## src/rtl/core/smeu_pkg.sv

```systemverilog
// package for the stack machine execute unit: opcodes, error codes, sizes, states
// no dependencies
`timescale 1ns / 1ps
`default_nettype none
package smeu_pkg;
  localparam int STACK_DEPTH_DEF  = 128;
  localparam int PROGRAM_SIZE_DEF = 1024;
  localparam int WORD_WIDTH_DEF   = 32;
  localparam int KIND_W = 5;
  localparam int OPND_W = 32;
  localparam int PC_W   = 10;
  localparam int ERR_W  = 2;

  typedef enum logic [KIND_W-1:0] {
    OP_LABEL = 5'd0, OP_LOAD = 5'd1, OP_LOADI = 5'd2, OP_STO = 5'd3, OP_STI = 5'd4,
    OP_ADD = 5'd5, OP_SUB = 5'd6, OP_MULT = 5'd7, OP_DIV = 5'd8, OP_BR = 5'd9,
    OP_BRF = 5'd10, OP_EQ = 5'd11, OP_NOTEQ = 5'd12, OP_GT = 5'd13, OP_LES = 5'd14,
    OP_GE = 5'd15, OP_LE = 5'd16, OP_AND = 5'd17, OP_OR = 5'd18, OP_NOT = 5'd19,
    OP_IN = 5'd20, OP_OUT = 5'd21, OP_RETURN = 5'd22, OP_ENTER = 5'd23,
    OP_CAL = 5'd24, OP_STOP = 5'd25
  } opcode_t;

  typedef enum logic [ERR_W-1:0] {
    ERR_NONE = 2'd0, ERR_STACK = 2'd1, ERR_DIV0 = 2'd2, ERR_ADDR = 2'd3
  } err_t;

  typedef enum logic [3:0] {
    ST_IDLE, ST_RD1, ST_RD2, ST_OPND, ST_DIV, ST_EXEC, ST_WR2, ST_RSLT
  } exec_state_t;
endpackage
`default_nettype wire

```

## src/rtl/core/smeu_front.sv

```systemverilog
// front end: accepts instructions into a two-entry queue
// depends on smeu_pkg
`timescale 1ns / 1ps
`default_nettype none
module smeu_front
  import smeu_pkg::*;
(
  input  wire logic              clk,
  input  wire logic              rst,
  input  wire logic              s_tvalid,
  output logic                   s_tready,
  input  wire logic [71:0]       s_tdata,
  output logic                   q_valid,
  input  wire logic              q_pop,
  output logic [KIND_W-1:0]      q_kind,
  output logic [OPND_W-1:0]      q_operand,
  output logic [OPND_W-1:0]      q_in_value
);
  localparam int ENT_W = KIND_W + 2 * OPND_W;
  logic [ENT_W-1:0] slot [2];
  logic             rd_ptr, wr_ptr;
  logic [1:0]       count;
  logic             push;

  assign s_tready = (count != 2'd2);
  assign push     = s_tvalid && s_tready;
  assign q_valid  = (count != 2'd0);
  assign {q_in_value, q_operand, q_kind} = slot[rd_ptr];

  // queue storage
  always_ff @(posedge clk) begin
    if (push) begin
      slot[wr_ptr] <= {s_tdata[68:37], s_tdata[36:5], s_tdata[4:0]};
    end
  end

  // queue pointers
  always_ff @(posedge clk) begin
    if (rst) begin
      rd_ptr <= 1'b0;
      wr_ptr <= 1'b0;
      count  <= 2'd0;
    end else begin
      if (push) wr_ptr <= ~wr_ptr;
      if (q_pop) rd_ptr <= ~rd_ptr;
      count <= count + {1'b0, push} - {1'b0, q_pop};
    end
  end
endmodule
`default_nettype wire

```

## config.mk

```make
export PLATFORM = sky130hd
export DESIGN_NAME = smeu_front
export DESIGN_NICKNAME = d
export VERILOG_FILES = /design/src/rtl/core/smeu_pkg.sv /design/src/rtl/core/smeu_front.sv
export SDC_FILE = /design/constraint.sdc
export NUM_CORES = 1
export LEC_CHECK = 0
export ABC_AREA = 1
export BUFFER_PORTS_ARGS = -buffer_cell sky130_fd_sc_hd__buf_2
export CAP_MARGIN = 25
export CORE_AREA = 2 2 77 135
export CTS_CLUSTER_DIAMETER = 80
export CTS_CLUSTER_SIZE = 10
export DETAILED_ROUTE_END_ITERATION = 7
export DIE_AREA = 0 0 79 137
export PLACE_DENSITY = 0.86
export REMOVE_ABC_BUFFERS = 1
export SYNTH_ARGS = -nofsm -noshare
export SYNTH_HDL_FRONTEND = slang
export SYNTH_SLANG_ARGS = --single-unit
```

## constraint.sdc

```tcl
create_clock -name clk -period 8.86 [get_ports clk]
set_input_delay 1.329 -clock clk [delete_from_list [all_inputs] [get_ports clk]]
set_output_delay 1.329 -clock clk [all_outputs]
set_load 0.03 [all_outputs]
```

==> results of run 1 <==
-- routing by layer --
layer  routed length [microns]  vias up  track usage
met5                        15        -            0
met4                       274        2       0.0958
met3                       446       19       0.0607
met2                      5660       93        0.340
met1                      3040     1328        0.158
li1                          -     1269            -
-- cell usage after synthesis (all sizes together) --
library cell,count
edfxtp,138
mux2,69
buf,8
nand2,8
inv,6
nor2,6
dfxtp,5
a21oi,2
nand3,2
xnor2,2
ha,1
-- stage by stage --
step           hold WS, ns  instance area, sq um
2_1_floorplan        0.448                  5180
3_3_place_gp         0.492                  6090
3_5_place_dp         0.512                  6090
4_1_cts              0.536                  6570
5_1_grt              0.563                  6580
6_report             0.526                  6580
-- area by class of cell --
type                            instances  share of cell area
Inverter                                6             0.00342
Multi-Input combinational cell         90               0.142
Tap cell                              125              0.0238
Sequential cell                       143               0.646
Clock buffer                           19              0.0658
Antenna cell                            1            0.000381
Timing Repair Buffer                  145               0.111
Clock inverter                         10             0.00780
-- worst max path at each step --
| stage | slack, ns | depth (start not counted) | to | from |
|---|---|---|---|---|
| floorplan | 3.99 | 2 | slot[0][0] | s_tvalid |
| global placement | 5.66 | 4 | slot[1][31] | s_tvalid |
| detailed placement | 5.58 | 4 | slot[1][6] | s_tvalid |
| CTS | 5.47 | 2 | q_in_value[4] | flop |
| global route | 5.39 | 2 | q_in_value[4] | flop |
| finish | 5.48 | 2 | q_in_value[7] | flop |
-- cell families (layout without fill, tap and decap cells) --
logic type	after synthesis	after routing
flops	143	143
mux	69	69
simple gates	16	16
buf+inv	14	180
compound gates	2	2
xor+xnor	2	2
fa+ha+maj	1	1
other cells	0	1
-- state kept, by name (all words and copies together), names as in the netlist, named ones only --
signal / cells
count: 2
rd_ptr: 1
slot: 138
wr_ptr: 1
-- critical path: stages (launching register included) --
cell     delay (ns)
dfxtp_4        0.97
mux2_2         0.43
buf_2          0.18
-- where the power goes --
group	switching [W]	internal (W)
logic	0.000168	0.0000914
registers	0.0000262	0.000809
clock network	0.000234	0.000345
total	0.000429	0.00125
==> run summary, run 1 <==
CORE AREA - 0.00973 sq mm
DIE AREA - 0.0108 sq mm
VDD IR max - 183 uV
Die Width - 79 microns
post-synthesis mux area share - 0.155
Worst Min Path Start - rd_ptr
total number of vias - 2711
Area Overhead vs Synth - 25.4%
vias per inst - 5.03
Max Slew Vio Count - 0
number of setup buffers added after CTS - 0
Post-Synth Simple-Gate Area - 0.0119
Crit Path Max Fanout - 69
Clock Root Buffer - clkbuf_16
Total Power - 0.00167 W
grt ovf - 0
largest net degree at the start of global routing - 70
crit share post-route - 0.381
min cycle time layout - 3.38 ns
number of global-route vias before repair - 2873
pre-CTS setup slack - 5.58 ns
1st-iter DRT viols - 126
GRT Util Overall - 0.178
reg2reg setup slack - 6.50 ns
Post-Syn Area per Cell - 21.2 sq um
R2R Path Start - count[0]
cell count after synthesis - 247
Power Density - 255 mW/mm^2
Post-Place Cells - 509
outcome - finished, final reports clean
CTS H-tree depth - 4
CP Data Arrival Time - 2.05 ns
first-pass GRT wire length - 13800 microns
top-area cell type share of the netlist area - 0.790
Synth Area in Compound Gates - 0.00191
post-CTS sizing - 0
TritonRoute pass-1 iters - 4
TritonCTS clock tree - done
Routed wire per std cell - 17.5 microns
clk_lat worst skew - 0.41 ns
top post-synthesis cells by area - edfxtp_1, mux2_2, mux2_4
CP Class - reg2out
Fmax - 296 MHz
Hold Path Depth - 2
TNS Setup - 0 ns
area of the multi-input gates - 932 sq um
cells on worst reg2reg path - 5
final hold vios - 0
Hold Path Class - reg2reg
antenna-violating nets left - 0
count of cell types in the netlist - 14
Final nets - 480
residual DRC count - 0
maxcap violations - 0
final wirelength - 9440 microns
initial antenna violation count - 2
layout cell share with drive strength beyond 1 - 0.581
Seq/Total Area, Yosys - 0.809
leading cell type in the layout, fill and taps excluded - buf_2
#FFs+latches synth - 143
Max-Slew Margin vs Limit - 0.353
Worst setup SP type - flop
Post-Synth Adder-Cell Area - 0.00238
Worst-path clk slew - 0.05 ns
DP HPWL - 6380 microns
CTS buffer count - 17
Worst EP required - 7.53 ns
final setup fails - 0
Yosys top cell by area - edfxtp_1
clk sink count - 143
CTS Hold Buffers Added - 0
worst flop-to-flop path endpoint - slot[1][20]
xor and xnor fraction of the mapped netlist area - 0.00334
final worst slack - 5.48 ns
fillers - 686
RSZ-0062 raised after global routing - no
final core utilization - 0.676
LEAKAGE - 2.51 nW
Mapped Area - 0.00525 sq mm
initial core utilization - 0.539
most frequent cells in the layout - buf_2, edfxtp_1, mux2_2
I/O pins - 147
Max Root-Sink Buffers - 2
die height - 137 microns
Final Non-Filler Cells - 539
largest family of logic cells by synthesized area - multiplexers
Placement Rows - 48
register area - 0.00425 sq mm
RePlAce Congestion - 0.759
YS warnings - 0
Slew @ Worst Pin - 0.970 ns
CP endpoint kind - primary output
Clock Skew - 0.00649 ns
Port Buffers - 143
No activity file was read; power rests on OpenSTA's default activity.
==> run 2, diff against run 1 <==
--- a/config.mk
+++ b/config.mk
@@ -8,12 +8,12 @@
 export ABC_AREA = 1
 export BUFFER_PORTS_ARGS = -buffer_cell sky130_fd_sc_hd__buf_2
 export CAP_MARGIN = 25
-export CORE_AREA = 2 2 77 135
+export CORE_AREA = 2 2 79 138
 export CTS_CLUSTER_DIAMETER = 80
 export CTS_CLUSTER_SIZE = 10
 export DETAILED_ROUTE_END_ITERATION = 7
-export DIE_AREA = 0 0 79 137
-export PLACE_DENSITY = 0.86
+export DIE_AREA = 0 0 81 140
+export PLACE_DENSITY = 0.83
 export REMOVE_ABC_BUFFERS = 1
 export SYNTH_ARGS = -nofsm -noshare
 export SYNTH_HDL_FRONTEND = slang
==> constraint.sdc (replaced) <==
create_clock -name clk -period 3.25 [get_ports clk]
set_input_delay 0.4875 -clock clk [delete_from_list [all_inputs] [get_ports clk]]
set_output_delay 0.4875 -clock clk [all_outputs]
set_load 0.03 [all_outputs]
==> run 2 against run 1 <==
- cell count is 1.1% higher
- global-route usage is 0.40 points lower
- highest routed layer unchanged
- sequential cell count stayed put
- core utilization is 2.0 points lower
- count of clock-buffer cells in the layout is 1 lower
- total power grew to 2.9 times the previous value
==> run summary, run 2 (synthesis results as in run 1) <==
initial core utilization - 0.515 (was 0.539)
antenna-violating nets left - 0 (unchanged)
Combinational Power Share - 0.146 (was 0.155)
die height - 140 microns (was 137 microns)
reg2reg setup slack - 1.51 ns (was 6.50 ns)
final setup fails - 0 (unchanged)
Worst Hold End - slot[0][3]
grt ovf - 0 (unchanged)
largest net degree at the start of global routing - 70 (unchanged)
VDD IR max - 425 uV (was 183 uV)
clk_lat worst skew - 0.41 ns (about the same)
Max-Slew Margin vs Limit - 0.346 (was 0.353)
final hold vios - 0 (unchanged)
residual DRC count - 0 (unchanged)
CTS buffer count - 17 (unchanged)
CTS H-tree depth - 4 (unchanged)
CP Data Arrival Time - 2.04 ns (was 2.05 ns)
CTS Hold Buffers Added - 0 (unchanged)
Psw - 0.00123 W (was 0.000429 W)
Worst-path clk slew - 0.06 ns (was 0.05 ns)
internal power - 0.00358 W (was 0.00125 W)
min cycle time layout - 2.52 ns
Worst Min Path Start - s_tdata[3] (was rd_ptr)
Max Slew Vio Count - 0 (unchanged)
post-CTS sizing - 0 (unchanged)
fillers - 736 (was 686)
leading cell type in the layout, fill and taps excluded - buf_2 (unchanged)
Crit Path Max Fanout - 69 (unchanged)
Ant. Diodes - 0 (was 1)
Clock Skew - 0.00737 ns (was 0.00649 ns)
clk sink count - 143 (unchanged)
Area Overhead vs Synth - 27.3% (was 25.4%)
number of setup buffers added after CTS - 0 (unchanged)
1st-iter DRT viols - 125 (was 126)
register area - 0.00425 sq mm (unchanged)
DIE AREA - 0.0113 sq mm (was 0.0108 sq mm)
area of the multi-input gates - 932 sq um (unchanged)
TritonRoute pass-1 iters - 4 (unchanged)
total number of vias - 2696 (was 2711)
max reg flops - 138 (unchanged)
final wirelength - 9370 microns (was 9440 microns)
Worst EP required - 2.76 ns (was 7.53 ns)
outcome - finished, final reports clean (unchanged)
Die Width - 81 microns (was 79 microns)
Placement Rows - 49 (was 48)
CP endpoint kind - primary output (unchanged)
Final nets - 482 (was 480)
layout cell share with drive strength beyond 1 - 0.593 (was 0.581)
Fmax - 396 MHz
Hold Path Depth - 1 (was 2)
final hold slack - 0.262 ns (was 0.526 ns)
cells on worst reg2reg path - 5 (unchanged)
initial antenna violation count - 1 (was 2)
I/O pins - 147 (unchanged)
TritonCTS clock tree - done (unchanged)
number of global-route vias before repair - 2909 (was 2873)
GRT Util Overall - 0.174 (was 0.178)
Top reg by flops - slot (unchanged)
final instance area - 0.00668 sq mm (was 0.00658 sq mm)
Clock power frac - 0.381 (was 0.346)
first-pass GRT wire length - 14100 microns (was 13800 microns)
pre-CTS setup slack - 1.12 ns (was 5.58 ns)
Hold Path Class - in2reg (was reg2reg)
Slew @ Worst Pin - 0.981 ns (was 0.970 ns)
LEAKAGE - 2.54 nW (was 2.51 nW)
Routed wire per std cell - 17.2 microns (was 17.5 microns)
final worst slack - 0.725 ns (was 5.48 ns)
Clock Root Buffer - clkbuf_16 (unchanged)
CP Class - reg2out (unchanged)
vias per inst - 4.95 (was 5.03)
Worst setup SP type - flop (unchanged)
Max Root-Sink Buffers - 2 (unchanged)
crit share post-route - 0.777
Post-DP Area - 0.00611 sq mm (was 0.00609 sq mm)
Port Buffers - 143 (unchanged)
Power Density - 721 mW/mm^2 (was 255 mW/mm^2)
RSZ-0062 raised after global routing - no (unchanged)
maxcap violations - 0 (unchanged)
RePlAce Congestion - 0.771 (was 0.759)
CORE AREA - 0.0102 sq mm (was 0.00973 sq mm)
most frequent cells in the layout - buf_2, edfxtp_1, mux2_2 (unchanged)
R2R Path Start - count[0] (unchanged)
DP HPWL - 6210 microns (was 6380 microns)
sw frac - 0.256 (about the same)
TNS Setup - 0 ns (unchanged)
register share of total power - 0.473 (was 0.499)
worst flop-to-flop path endpoint - slot[0][60] (was slot[1][20])
top flop regs - slot: 138 flops, count: 2 flops (unchanged)
run 2: cell count changes in the layout (fill, tap and decap cells not counted), sizes merged:
cell / change
bufinv: +2
clkbuf: -1
buf: +2
inv: +3
diode: -1
clkinvlp: +4
clkinv: -5
run 2: worst max-delay path, stage by stage (launching register included):
cell and delay (ns):
dfxtp_4 0.96, mux2_2 0.42, buf_2 0.18
run 2: worst max path at each step:
stage | slack, ns | end | from
3_5_place_dp | 1.12 | q_operand[16] | flop
5_1_grt | 0.61 | q_operand[16] | flop
4_1_cts | 0.67 | q_operand[16] | flop
6_report | 0.73 | q_in_value[16] | flop
3_3_place_gp | 1.14 | q_operand[16] | flop
2_1_floorplan | -0.98 | slot[0][0] | count[0]
run 2: power groups by stage:
| stage | clock (W) | combinational [W] | sequential [W] |
|---|---|---|---|
| global route | 0.00195 | 0.000751 | 0.00229 |
| floorplan | 0 | 0.000497 | 0.00230 |
| finish | 0.00183 | 0.000705 | 0.00228 |
| detailed placement | 0 | 0.000715 | 0.00232 |
| global placement | 0 | 0.000700 | 0.00230 |
| CTS | 0.00187 | 0.000718 | 0.00228 |
run 2: stage by stage:
stage	util	std cells	total power, W
floorplan	-	239	0.00280
global placement	0.600	513	0.00300
detailed placement	0.600	513	0.00303
CTS	0.656	545	0.00487
global route	0.656	545	0.00499
finish	0.656	545	0.00481
run 2: layer usage:
layer  share of wire  GRT usage  vias up  wire length, microns
met5          0.0017          0        -                    16
met4           0.029     0.0937        2                   270
met3           0.043     0.0496       22                   402
met2            0.60      0.324       89                  5580
met1            0.33      0.164     1311                  3100
li1                -          -     1272                     -
run 2: area by class of cell:
| class | count | share of cell area |
|---|---|---|
| multi-input combinational | 90 | 0.140 |
| clock buffer | 18 | 0.0643 |
| tap | 127 | 0.0238 |
| inverter | 6 | 0.00337 |
| timing repair buffer | 147 | 0.112 |
| sequential | 143 | 0.636 |
| clock inverter | 14 | 0.0212 |
==> run 3, diff against run 2 <==
--- a/config.mk
+++ b/config.mk
@@ -5,15 +5,15 @@
 export SDC_FILE = /design/constraint.sdc
 export NUM_CORES = 1
 export LEC_CHECK = 0
-export ABC_AREA = 1
+export ABC_AREA = 0
 export BUFFER_PORTS_ARGS = -buffer_cell sky130_fd_sc_hd__buf_2
 export CAP_MARGIN = 25
-export CORE_AREA = 2 2 79 138
+export CORE_AREA = 2 2 84 146
 export CTS_CLUSTER_DIAMETER = 80
 export CTS_CLUSTER_SIZE = 10
 export DETAILED_ROUTE_END_ITERATION = 7
-export DIE_AREA = 0 0 81 140
-export PLACE_DENSITY = 0.83
+export DIE_AREA = 0 0 86 148
+export PLACE_DENSITY = 0.77
 export REMOVE_ABC_BUFFERS = 1
 export SYNTH_ARGS = -nofsm -noshare
 export SYNTH_HDL_FRONTEND = slang
==> constraint.sdc (replaced) <==
create_clock -name clk -period 2.16 [get_ports clk]
set_input_delay 0.324 -clock clk [delete_from_list [all_inputs] [get_ports clk]]
set_output_delay 0.324 -clock clk [all_outputs]
set_load 0.03 [all_outputs]
==> run 3 against run 2 <==
- sequential power is 48% higher
- die area is 12% higher
- synthesized cell count is 1.2% lower
- critical path depth is 1 higher
- hold slack worse by 0.16 ns
- global-route usage is 1.7 points lower
- first-iteration DRC count stayed put
- critical path type unchanged
- core utilization is 6.7 points lower
- total power is 55% higher
- non-clock buffer count is 1 higher
==> run summary, run 3 <==
final wirelength - 9730 microns (was 9370 microns)
CP Data Arrival Time - 1.69 ns (was 2.04 ns)
Max Root-Sink Buffers - 2 (unchanged)
Synth Flop Type - edfxtp_1 (unchanged)
TNS Setup - 0 ns (unchanged)
grt ovf - 0 (unchanged)
final hold vios - 0 (unchanged)
layout cell share with drive strength beyond 1 - 0.582 (was 0.593)
final setup fails - 0 (unchanged)
reg2reg setup slack - 0.46 ns (was 1.51 ns)
Slew @ Worst Pin - 0.386 ns (was 0.981 ns)
CTS H-tree depth - 4 (unchanged)
top post-synthesis cells by area - edfxtp_1, mux2_2, mux2_1 (was edfxtp_1, mux2_2, mux2_4)
die height - 148 microns (was 140 microns)
Synth async-reset ratio - 0 (unchanged)
total number of vias - 2810 (was 2696)
YS warnings - 0 (unchanged)
outcome - finished, final reports clean (unchanged)
LEAKAGE - 2.56 nW (was 2.54 nW)
Yosys top cell by area - edfxtp_1 (unchanged)
initial core utilization - 0.454 (was 0.515)
Top reg by flops - slot (unchanged)
post-synthesis mux area share - 0.149 (was 0.155)
DP HPWL - 6530 microns (was 6210 microns)
Max-Slew Margin vs Limit - 0.743 (was 0.346)
Crit Path Max Fanout - 69 (unchanged)
met3 Usage GRT - 0.0525 (was 0.0496)
met1 Use GR - 0.135 (was 0.164)
Power Density - 1100 mW/mm^2 (was 721 mW/mm^2)
final hold slack - 0.104 ns (was 0.262 ns)
TritonRoute pass-1 iters - 4 (unchanged)
Post-Syn Area per Cell - 21.4 sq um (was 21.2 sq um)
Fmax - 496 MHz
VDD IR max - 728 uV (was 425 uV)
top flop regs - slot: 138 flops, count: 2 flops (unchanged)
Worst setup SP type - flop (unchanged)
register area - 0.00425 sq mm (unchanged)
Synth Area in Compound Gates - 0.00599 (was 0.00191)
GRT Util Overall - 0.157 (was 0.174)
fillers - 887 (was 736)
cell count after synthesis - 244 (was 247)
crit share post-route - 0.933
pre-CTS setup slack - 0.471 ns (was 1.12 ns)
initial antenna violation count - 3 (was 1)
count leader, synth - edfxtp_1 (unchanged)
Mapped Area - 0.00522 sq mm (was 0.00525 sq mm)
first-pass GRT wire length - 14800 microns (was 14100 microns)
count of cell types in the netlist - 25 (was 14)
Port Buffers - 143 (unchanged)
DIE AREA - 0.0127 sq mm (was 0.0113 sq mm)
clk_lat worst skew - 0.40 ns (was 0.41 ns)
TritonCTS clock tree - done (unchanged)
Area Overhead vs Synth - 29.8% (was 27.3%)
residual DRC count - 0 (unchanged)
Final nets - 480 (was 482)
met2 usage - 0.289 (was 0.324)
area of the multi-input gates - 922 sq um (was 932 sq um)
number of setup buffers added after CTS - 0 (unchanged)
Routed wire per std cell - 17.6 microns (was 17.2 microns)
CORE AREA - 0.0115 sq mm (was 0.0102 sq mm)
largest net degree at the start of global routing - 70 (unchanged)
antenna-violating nets left - 0 (unchanged)
vias per inst - 5.08 (was 4.95)
CTS Hold Buffers Added - 0 (unchanged)
post-CTS sizing - 0 (unchanged)
maxcap violations - 0 (unchanged)
Hold Path Class - in2reg (unchanged)
busiest grt layer - met2 (unchanged)
Seq/Total Area, Yosys - 0.812 (was 0.809)
Post-Synth Adder-Cell Area - 0.00240 (was 0.00238)
Placement Rows - 52 (was 49)
Die Width - 86 microns (was 81 microns)
max reg flops - 138 (unchanged)
CP Class - reg2out (unchanged)
RSZ-0062 raised after global routing - no (unchanged)
Worst-path clk slew - 0.06 ns (about the same)
min cycle time layout - 2.02 ns
Max Slew Vio Count - 0 (unchanged)
I/O pins - 147 (unchanged)
most frequent cells in the layout - buf_2, edfxtp_1, mux2_2 (unchanged)
Synth top cells by count - edfxtp_1, mux2_2, mux2_1 (was edfxtp_1, mux2_2, mux2_4)
final worst slack - 0.144 ns (was 0.725 ns)
number of synthesized flops with an enable pin - 138 (unchanged)
#FFs+latches synth - 143 (unchanged)
RePlAce Congestion - 0.760 (was 0.771)
CP endpoint kind - primary output (unchanged)
Clock Root Buffer - clkbuf_16 (unchanged)
Post-Synth Simple-Gate Area - 0.0151 (was 0.0119)
xor and xnor fraction of the mapped netlist area - 0.00335 (was 0.00334)
number of global-route vias before repair - 3210 (was 2909)
clk sink count - 143 (unchanged)
1st-iter DRT viols - 125 (unchanged)
CTS buffer count - 17 (unchanged)
largest family of logic cells by synthesized area - multiplexers (unchanged)
top-area cell type share of the netlist area - 0.793 (was 0.790)
Clock Skew - 0.00773 ns (was 0.00737 ns)
leading cell type in the layout, fill and taps excluded - buf_2 (unchanged)
Worst EP required - 1.84 ns (was 2.76 ns)
run 3: cell types whose count changed after synthesis, moves of 2 or more:
cell and delta:
inv_1 -2, mux2_1 +10, mux2_4 -10, nand2_1 -7, nand3_1 -2, nand4_1 +2, nor2_1 -3
run 3: worst paths after layout:
kind              startpoint        endpoint  depth (start not counted)
setup reg to reg    count[0]        count[1]                          6
setup / recovery        flop  q_in_value[19]                          3
hold / removal    s_tdata[6]      slot[1][6]                          1
hold reg to reg       rd_ptr            flop                          2
run 3: logic make-up after synthesis:
kind of cell | count (synthesis)
and+or+nand+nor | 13
buffers and inverters | 12
muxes | 69
xor gates and xnor gates | 2
DFF | 143
AOI/OAI and AO/OA | 4
adders and majority gates | 1
run 3: through the flow:
stage / area, sq um / cells / util / power (W)
after floorplan: 5180 / 236 / - / 0.00418
after global placement: 6160 / 519 / 0.535 / 0.00453
after detailed placement: 6160 / 519 / 0.535 / 0.00457
after CTS: 6780 / 551 / 0.588 / 0.00756
after global routing: 6780 / 552 / 0.589 / 0.00773
final: 6780 / 553 / 0.589 / 0.00748
run 3: layout make-up:
type,count,area share
repair buffers,148,0.118
clock buffers,19,0.0638
inverters,4,0.00221
clock inverters,13,0.0273
flip-flops and latches,143,0.626
well taps,135,0.0249
diodes,2,0.000738
multi-input cells,89,0.136
run 3: worst max-delay path, cell delays in order, from the launching register on:
cell and delay (ns):
dfxtp_4 0.35, buf_12 0.32, mux2_2 0.39, buf_2 0.19
run 3: layer usage:
| metal | share of wire | wire (microns) |
|---|---|---|
| met5 | 0 | 0 |
| met2 | 0.58 | 5610 |
| met1 | 0.32 | 3150 |
| met3 | 0.052 | 505 |
| met4 | 0.046 | 451 |
run 3: power breakdown:
group          switching (W)  internal, W  leakage (nW)  total (W)
logic               0.000733     0.000386         0.930    0.00112
registers          0.0000582      0.00332          1.33    0.00338
clock network        0.00105      0.00194         0.298    0.00298
